## config.mk

```make
export PLATFORM = sky130hd
export DESIGN_NAME = tilt_detector_debounced_hysteresis
export DESIGN_NICKNAME = d
export VERILOG_FILES = /design/src/design/tdh_pkg.sv /design/src/design/tdh_mac.sv /design/src/design/tilt_detector_debounced_hysteresis.sv
export SDC_FILE = /design/constraint.sdc
export NUM_CORES = 1
export LEC_CHECK = 0
export BUFFER_PORTS_ARGS = -buffer_cell sky130_fd_sc_hd__buf_2
export CORE_MARGIN = 2
export CORE_UTILIZATION = 70
export CTS_BUF_LIST = sky130_fd_sc_hd__clkbuf_2
export DETAILED_ROUTE_END_ITERATION = 10
export PLACE_DENSITY = 0.84
export SYNTH_ARGS = -nofsm -noshare
export SYNTH_HDL_FRONTEND = slang
export SYNTH_SLANG_ARGS = --single-unit
```

## constraint.sdc

```tcl
create_clock -name clk -period 16.3 [get_ports clk]
set_input_delay 2.445 -clock clk [delete_from_list [all_inputs] [get_ports clk]]
set_output_delay 2.445 -clock clk [all_outputs]
set_load 0.02 [all_outputs]
```

## src/design/tdh_pkg.sv

```systemverilog
`default_nettype none

package tdh_pkg;

    // Result action codes
    typedef enum logic [1:0] {
        ACT_NONE  = 2'd0,
        ACT_START = 2'd1,
        ACT_STOP  = 2'd2
    } action_t;

    // Configuration register indexes
    localparam logic [2:0] REG_ENABLE   = 3'd0;
    localparam logic [2:0] REG_DIVIDER  = 3'd1;
    localparam logic [2:0] REG_DELTA    = 3'd2;
    localparam logic [2:0] REG_NEEDED   = 3'd3;
    localparam logic [2:0] REG_ENTER    = 3'd4;
    localparam logic [2:0] REG_LEAVE    = 3'd5;

    // Sequencer states
    typedef enum logic [2:0] {
        ST_IDLE,
        ST_DEBOUNCE,
        ST_MAC,
        ST_JUDGE,
        ST_DONE
    } state_t;

    // Multiply-accumulate step control
    typedef struct packed {
        logic en;
        logic clr;
        logic shift16;
    } mac_ctl_t;

    localparam int OPND_W = 17;
    localparam int ACC_W  = 48;

endpackage

`default_nettype wire

```

## src/design/tdh_mac.sv

```systemverilog
`default_nettype none

// Shared multiply-accumulate unit: acc <= (clr ? 0 : acc) + (a*b << (shift16 ? 16 : 0)).
// Operands are signed; every product used here is nonnegative.
module tdh_mac (
    input  wire                                  clk,
    input  wire                                  rst_n,
    input  wire tdh_pkg::mac_ctl_t               ctl,
    input  wire signed [tdh_pkg::OPND_W-1:0]     a,
    input  wire signed [tdh_pkg::OPND_W-1:0]     b,
    output logic       [tdh_pkg::ACC_W-1:0]      acc
);

    logic signed [2*tdh_pkg::OPND_W-1:0] prod;
    logic        [tdh_pkg::ACC_W-1:0]    term;
    logic        [tdh_pkg::ACC_W-1:0]    acc_reg;
    logic        [tdh_pkg::ACC_W-1:0]    acc_next;

    // Product and alignment
    always_comb
    begin
        prod = a * b;
        if (ctl.shift16)
        begin
            term = {prod[31:0], 16'h0000};
        end
        else
        begin
            term = {14'h0000, prod[33:0]};
        end
        acc_next = (ctl.clr ? '0 : acc_reg) + term;
    end

    always_ff @(posedge clk or negedge rst_n)
    begin
        if (!rst_n)
        begin
            acc_reg <= '0;
        end
        else if (ctl.en)
        begin
            acc_reg <= acc_next;
        end
    end

    assign acc = acc_reg;

endmodule

`default_nettype wire

```

## src/design/tilt_detector_debounced_hysteresis.sv

```systemverilog
`default_nettype none

// Debounced tilt detector with hysteresis. Each accepted input word is one timer tick with a
// three-axis sample and yields exactly one output word (action, tilted, sampled). Ticks that
// are not evaluated (disabled, or between divider hits) go straight to delivery; an evaluated
// tick ends after the debounce check when the sample is unstable or the stable run is too
// short, and goes on to the tilt test otherwise. The debounce check runs one axis a cycle; the
// single shared 17x17 multiply-accumulate unit forms x^2+y^2+z^2 and the 48-bit threshold
// product over five passes. A finished word waits in the output register while the next tick
// is accepted; the next result only moves into that register once it is free.
module tilt_detector_debounced_hysteresis (
    input  wire                 clk,
    input  wire                 rst_n,
    // configuration
    input  wire                 cfg_we,
    input  wire  [2:0]          cfg_index,
    input  wire  [15:0]         cfg_data,
    // input channel
    input  wire                 in_valid,
    output logic                in_stall,
    input  wire  signed [15:0]  accel_x,
    input  wire  signed [15:0]  accel_y,
    input  wire  signed [15:0]  accel_z,
    // output channel
    output logic                out_valid,
    input  wire                 out_stall,
    output logic [1:0]          action,
    output logic                tilted,
    output logic                sampled
);

    // Configuration registers
    logic        enable_reg;
    logic [7:0]  divider_reg;
    logic [15:0] delta_reg;
    logic [7:0]  needed_reg;
    logic [15:0] enter_reg;
    logic [15:0] leave_reg;

    always_ff @(posedge clk or negedge rst_n)
    begin
        if (!rst_n)
        begin
            enable_reg  <= 1'b1;
            divider_reg <= 8'd10;
            delta_reg   <= 16'd200;
            needed_reg  <= 8'd3;
            enter_reg   <= 16'd32768;
            leave_reg   <= 16'd24576;
        end
        else if (cfg_we)
        begin
            case (cfg_index)
                tdh_pkg::REG_ENABLE:  enable_reg  <= cfg_data[0];
                tdh_pkg::REG_DIVIDER: divider_reg <= cfg_data[7:0];
                tdh_pkg::REG_DELTA:   delta_reg   <= cfg_data;
                tdh_pkg::REG_NEEDED:  needed_reg  <= cfg_data[7:0];
                tdh_pkg::REG_ENTER:   enter_reg   <= cfg_data;
                tdh_pkg::REG_LEAVE:   leave_reg   <= cfg_data;
                default: ;
            endcase
        end
    end

    // Sequencer and datapath state
    tdh_pkg::state_t         state_reg, state_next;
    logic [7:0]              phase_reg, phase_next;
    logic [7:0]              run_reg, run_next;
    logic                    tilt_reg, tilt_next;
    logic [1:0]              step_reg, step_next;
    logic [2:0]              mstep_reg, mstep_next;
    logic                    stable_reg, stable_next;
    logic signed [15:0]      sx_reg, sx_next, sy_reg, sy_next, sz_reg, sz_next;
    logic signed [15:0]      px_reg, px_next, py_reg, py_next, pz_reg, pz_next;
    logic [31:0]             horiz_reg, horiz_next;
    logic [31:0]             mag_reg, mag_next;
    tdh_pkg::action_t        ract_reg, ract_next;
    logic                    rtilt_reg, rtilt_next;
    logic                    rsamp_reg, rsamp_next;
    logic                    ovalid_reg, ovalid_next;
    tdh_pkg::action_t        oact_reg, oact_next;
    logic                    otilt_reg, otilt_next;
    logic                    osamp_reg, osamp_next;

    // Shared unit hookup
    tdh_pkg::mac_ctl_t                   mac_ctl;
    logic signed [tdh_pkg::OPND_W-1:0]   mac_a, mac_b;
    logic        [tdh_pkg::ACC_W-1:0]    mac_acc;

    tdh_mac u_mac (
        .clk   (clk),
        .rst_n (rst_n),
        .ctl   (mac_ctl),
        .a     (mac_a),
        .b     (mac_b),
        .acc   (mac_acc)
    );

    // Scratch values
    logic [7:0]          div_eff;
    logic [7:0]          phase_inc;
    logic                hit;
    logic signed [15:0]  cur_s, cur_p;
    logic signed [16:0]  diff;
    logic [16:0]         absd;
    logic                axis_ok;
    logic                all_ok;
    logic [7:0]          run_inc;
    logic [15:0]         thr;
    logic                now_tilt;
    logic                out_free;

    always_comb
    begin
        // defaults
        state_next  = state_reg;
        phase_next  = phase_reg;
        run_next    = run_reg;
        tilt_next   = tilt_reg;
        step_next   = step_reg;
        mstep_next  = mstep_reg;
        stable_next = stable_reg;
        sx_next     = sx_reg;
        sy_next     = sy_reg;
        sz_next     = sz_reg;
        px_next     = px_reg;
        py_next     = py_reg;
        pz_next     = pz_reg;
        horiz_next  = horiz_reg;
        mag_next    = mag_reg;
        ract_next   = ract_reg;
        rtilt_next  = rtilt_reg;
        rsamp_next  = rsamp_reg;
        ovalid_next = ovalid_reg;
        oact_next   = oact_reg;
        otilt_next  = otilt_reg;
        osamp_next  = osamp_reg;
        in_stall    = 1'b1;
        mac_ctl     = '0;
        mac_a       = '0;
        mac_b       = '0;

        // output register drains
        out_free = !ovalid_reg || !out_stall;
        if (ovalid_reg && !out_stall)
        begin
            ovalid_next = 1'b0;
        end

        // tick phase; a zero divider acts as one
        div_eff   = (divider_reg == 8'd0) ? 8'd1 : divider_reg;
        phase_inc = phase_reg + 8'd1;
        hit       = (phase_inc >= div_eff);

        // per-axis debounce check
        case (step_reg)
            2'd0:    begin cur_s = sx_reg; cur_p = px_reg; end
            2'd1:    begin cur_s = sy_reg; cur_p = py_reg; end
            default: begin cur_s = sz_reg; cur_p = pz_reg; end
        endcase
        diff    = {cur_s[15], cur_s} - {cur_p[15], cur_p};
        absd    = diff[16] ? 17'(-diff) : 17'(diff);
        axis_ok = (absd < {1'b0, delta_reg});
        all_ok  = stable_reg && axis_ok;
        run_inc = (run_reg == 8'd255) ? run_reg : run_reg + 8'd1;

        // tilt test
        thr      = tilt_reg ? leave_reg : enter_reg;
        now_tilt = ({horiz_reg, 16'h0000} > mac_acc);

        case (state_reg)
            tdh_pkg::ST_IDLE:
            begin
                in_stall = 1'b0;
                if (in_valid)
                begin
                    phase_next = hit ? 8'd0 : phase_inc;
                    sx_next    = accel_x;
                    sy_next    = accel_y;
                    sz_next    = accel_z;
                    ract_next  = tdh_pkg::ACT_NONE;
                    rtilt_next = tilt_reg;
                    rsamp_next = 1'b0;
                    if (!enable_reg)
                    begin
                        rtilt_next = 1'b0;
                        if (tilt_reg)
                        begin
                            ract_next = tdh_pkg::ACT_STOP;
                        end
                        state_next = tdh_pkg::ST_DONE;
                    end
                    else if (hit)
                    begin
                        rsamp_next  = 1'b1;
                        step_next   = 2'd0;
                        stable_next = 1'b1;
                        state_next  = tdh_pkg::ST_DEBOUNCE;
                    end
                    else
                    begin
                        state_next = tdh_pkg::ST_DONE;
                    end
                end
            end

            tdh_pkg::ST_DEBOUNCE:
            begin
                stable_next = all_ok;
                if (step_reg == 2'd2)
                begin
                    px_next = sx_reg;
                    py_next = sy_reg;
                    pz_next = sz_reg;
                    if (!all_ok)
                    begin
                        run_next   = 8'd0;
                        state_next = tdh_pkg::ST_DONE;
                    end
                    else
                    begin
                        run_next = run_inc;
                        if (run_inc >= needed_reg)
                        begin
                            mstep_next = 3'd0;
                            state_next = tdh_pkg::ST_MAC;
                        end
                        else
                        begin
                            state_next = tdh_pkg::ST_DONE;
                        end
                    end
                end
                else
                begin
                    step_next = step_reg + 2'd1;
                end
            end

            // x^2, +y^2, +z^2, then thr*mag in two 16-bit halves
            tdh_pkg::ST_MAC:
            begin
                mac_ctl.en = 1'b1;
                mstep_next = mstep_reg + 3'd1;
                case (mstep_reg)
                    3'd0:
                    begin
                        mac_ctl.clr = 1'b1;
                        mac_a = {sx_reg[15], sx_reg};
                        mac_b = {sx_reg[15], sx_reg};
                    end
                    3'd1:
                    begin
                        mac_a = {sy_reg[15], sy_reg};
                        mac_b = {sy_reg[15], sy_reg};
                    end
                    3'd2:
                    begin
                        horiz_next = mac_acc[31:0];
                        mac_a = {sz_reg[15], sz_reg};
                        mac_b = {sz_reg[15], sz_reg};
                    end
                    3'd3:
                    begin
                        mag_next    = mac_acc[31:0];
                        mac_ctl.clr = 1'b1;
                        mac_a = {1'b0, thr};
                        mac_b = {1'b0, mac_acc[15:0]};
                    end
                    default:
                    begin
                        mac_ctl.shift16 = 1'b1;
                        mac_a = {1'b0, thr};
                        mac_b = {1'b0, mag_reg[31:16]};
                        state_next = tdh_pkg::ST_JUDGE;
                    end
                endcase
            end

            // hysteresis decision; an all-zero sample leaves the state alone
            tdh_pkg::ST_JUDGE:
            begin
                if (mag_reg != 32'd0)
                begin
                    rtilt_next = now_tilt;
                    if (now_tilt && !tilt_reg)
                    begin
                        ract_next = tdh_pkg::ACT_START;
                    end
                    else if (!now_tilt && tilt_reg)
                    begin
                        ract_next = tdh_pkg::ACT_STOP;
                    end
                end
                state_next = tdh_pkg::ST_DONE;
            end

            tdh_pkg::ST_DONE:
            begin
                if (out_free)
                begin
                    ovalid_next = 1'b1;
                    oact_next   = ract_reg;
                    otilt_next  = rtilt_reg;
                    osamp_next  = rsamp_reg;
                    tilt_next   = rtilt_reg;
                    state_next  = tdh_pkg::ST_IDLE;
                end
            end

            default:
            begin
                state_next = tdh_pkg::ST_IDLE;
            end
        endcase
    end

    // Control state
    always_ff @(posedge clk or negedge rst_n)
    begin
        if (!rst_n)
        begin
            state_reg  <= tdh_pkg::ST_IDLE;
            phase_reg  <= 8'd0;
            run_reg    <= 8'd0;
            tilt_reg   <= 1'b0;
            step_reg   <= 2'd0;
            mstep_reg  <= 3'd0;
            px_reg     <= 16'sd0;
            py_reg     <= 16'sd0;
            pz_reg     <= 16'sd0;
            ovalid_reg <= 1'b0;
        end
        else
        begin
            state_reg  <= state_next;
            phase_reg  <= phase_next;
            run_reg    <= run_next;
            tilt_reg   <= tilt_next;
            step_reg   <= step_next;
            mstep_reg  <= mstep_next;
            px_reg     <= px_next;
            py_reg     <= py_next;
            pz_reg     <= pz_next;
            ovalid_reg <= ovalid_next;
        end
    end

    // Payload registers
    always_ff @(posedge clk)
    begin
        stable_reg <= stable_next;
        sx_reg     <= sx_next;
        sy_reg     <= sy_next;
        sz_reg     <= sz_next;
        horiz_reg  <= horiz_next;
        mag_reg    <= mag_next;
        ract_reg   <= ract_next;
        rtilt_reg  <= rtilt_next;
        rsamp_reg  <= rsamp_next;
        oact_reg   <= oact_next;
        otilt_reg  <= otilt_next;
        osamp_reg  <= osamp_next;
    end

    assign out_valid = ovalid_reg;
    assign action    = oact_reg;
    assign tilted    = otilt_reg;
    assign sampled   = osamp_reg;

endmodule

`default_nettype wire

```

==> metrics.txt <==
status completed; share of cells above drive strength 1 between 10% and 20%; worst clock skew between 0.1 and 0.15 ns; core box area approximately 42,000 sq um; vias in the first global route between 20,000 and 30,000; CTS tree built; worst path required time between 15 and 20 ns; Post-CTS Resized 0; unique cell type count in the Yosys netlist 74; Synth Instances roughly 3,200; Pint 0.00196 W; Max H-tree Level 3; Post-Layout Cell Count approximately 4,000; setup bufs post-CTS 0; Initial Util a little over two thirds; first-pass iteration count of the detailed router 8; Clk pwr share 16.0%; synth warn 0; Pins Over Slew Limit 0; max-capacitance violation count 0; worst-path maximum fanout 33; Max VDD drop between 100 and 150 uV; Routed Antenna Nets 0; Critical Path Max Stage Delay a little over 0.8 ns; top_reg_cell synth dfrtp_1; Syn-to-layout area delta 6.11%; setup tns final 0 ns; Remaining Overflow, GRT 0; grt peak-use layer met2; share of the synthesized area in the top cell type slightly above 20%; most instantiated library cell after synthesis nand2_1; detailed-route via count roughly 24,000; post-DR wirelength/cell approximately 22 um; cell area after layout between 30,000 and 40,000 sq um; initial antenna violation count 2; top cells by area, synth fa_1 (20%), dfrtp_1 (15%), edfxtp_1 (12%), ha_1 (9.5%), nand2_1 (5.7%); first-pass GRT wire length 136,000 um; Post-synth EDFFs 121; RSZ-0062 raised after global routing false; largest net degree at the start of global routing roughly 110; most frequent cells after synthesis nand2_1 (450), inv_1 (428), fa_1 (298); grt met2 use approximately three fifths; Max stage delay cell, worst path nor2_2; Slew HR 11.3%; gr usage total between 40% and 50%; Final Hold Fails 0; TritonCTS buffer count 80; highest clock rate just under 0.09 GHz; max reg flops 48; Worst EP arrival between 10 and 15 ns; DRC viols 0; # hold bufs at CTS 0; CP Launch Type flop; Clock Pin Slew Worst Setup and Hold Paths 0.13 ns; Post-DP Area a little over 30,000 sq um; GR Util met3 11.7%; clk sinks between 300 and 400; Die Y approximately 210 um; Sw Share a little under half; leakage between 15 and 20 nW; pwr dens approximately 110 nW/um^2; PortBufs 77; worst skew pair latency about 1.1 ns; met1 global-route usage a little over half; Starting DRT DRC Count about 2,800; placed insts about 3,800; area leader, netlist fa_1; chip width ~210 um; total power about 0.0036 W; ys async rst share between 60% and 70%; CTS root buf clkbuf_2; Seq pwr share 31.5%; Hold WC Path Type reg2reg; crit path kind reg2reg; Final min period about 12 ns; DP HPWL between 60,000 and 70,000 um; Detailed Route WL 84,900 um; Max clock buf depth 3; Worst path most repeated cell fa_1; Final setup viols 0; die area between 40,000 and 50,000 sq um; via/cell ratio 6.25; syn nets between 3,000 and 4,000; combinational power share 52.5%; CP endpoint kind flop; worst hold slack 0.434 ns; worst slew pin tran 1.32 ns; Psw roughly 0.0016 W; Yosys reg bits 308; final worst-path cycle share between 70% and 80%; Rows 75; RePlAce Congestion ~1.1; Post-Synthesis Cell Area around 30,000 sq um; Mapped Avg Cell Area between 9 and 10 sq um; Nets a little under 4,000; sequential fraction of the synthesis area between 20% and 30%; I/O pin count approximately 80
critical path, delay by kind of cell (launching register included):
kind / cells / cell delay (ns)
flip-flops: 1 / 0.43
XOR/XNOR: 1 / 0.39
AND/OR/NAND/NOR: 11 / 2.73
AO/OA/AOI/OAI: 13 / 3.27
adder cells (fa/ha/maj): 9 / 4.15
buffers and inverters: 4 / 0.48
layout make-up:
cell class	count	area (sq um)
Antenna cell	3	7.51
Clock buffer	119	596
Clock inverter	29	191
Fill cell	3093	10500
Inverter	429	1610
Multi-Input combinational cell	2363	19100
Sequential cell	308	8330
Tap cell	539	674
Timing Repair Buffer	126	762
layer usage:
| layer | vias up | share of wire (%) |
|---|---|---|
| met5 | - | 0 |
| met4 | 0 | 5.6 |
| met3 | 363 | 12 |
| met2 | 1430 | 44 |
| met1 | 11800 | 38 |
| li1 | 10900 | - |
cells in the final DEF (no fill, tap or decap), types with 20 or more instances in the layout:
| master | count |
|---|---|
| edfxtp_1 | 121 |
| mux2i_1 | 23 |
| clkbuf_2 | 119 |
| a211o_1 | 23 |
| dfrtp_1 | 176 |
| fa_1 | 298 |
| a22o_1 | 34 |
| mux2_2 | 45 |
| nand2_1 | 450 |
| buf_2 | 76 |
| xnor2_1 | 63 |
| o21ai_0 | 169 |
| nor2_1 | 283 |
| a21oi_1 | 142 |
| nand2b_1 | 42 |
| nor3_1 | 30 |
| a21o_1 | 56 |
| xor2_1 | 42 |
| nor2b_1 | 30 |
| a211oi_1 | 23 |
| buf_4 | 49 |
| inv_1 | 428 |
| or2_2 | 20 |
| ha_1 | 223 |
| nand3_1 | 40 |
| a31oi_1 | 25 |
| and2_1 | 80 |
through the flow:
step | util, % | setup slack (ns)
6_report | 74.9 | 4.76
5_1_grt | 74.9 | 4.18
4_1_cts | 74.9 | 5.04
3_5_place_dp | 73.0 | 5.07
3_3_place_gp | 73.0 | 5.46
2_1_floorplan | - | 6.23
final timing paths:
path	from	slack, ns	cells after the start	to
setup / recovery	mstep_reg[1]	4.76	38	u_mac.acc[47]
min in group asynchronous	rst_n	1.47	1	py_reg[0]
max in group asynchronous	rst_n	13.17	2	enter_reg[14]
hold / removal	ract_reg[0]	0.43	0	action[0]
hold reg to reg	ract_reg[0]	0.43	0	action[0]
setup reg to reg	mstep_reg[1]	4.76	38	u_mac.acc[47]
power by group through the flow:
stage | clock network, W | logic [W] | registers (W)
after floorplan | 0 | 0.00142 | 0.00107
after global placement | 0 | 0.00173 | 0.00113
after detailed placement | 0 | 0.00183 | 0.00114
after CTS | 0.000580 | 0.00184 | 0.00112
after global routing | 0.000620 | 0.00208 | 0.00114
final | 0.000573 | 0.00188 | 0.00113
kinds of logic (layout without fill, tap and decap cells):
group	Yosys count	count (layout)	share of synthesized area (%)
other	1	4	0.0127
DFF	308	308	28.2
AOI/OAI and AO/OA	599	599	13.0
and+or+nand+nor	1069	1069	16.3
xor gates and xnor gates	105	105	3.12
muxes	68	68	2.50
buffers and inverters	561	703	7.20
adders and majority gates	521	521	29.7
No activity file was read; power rests on OpenSTA's default activity.
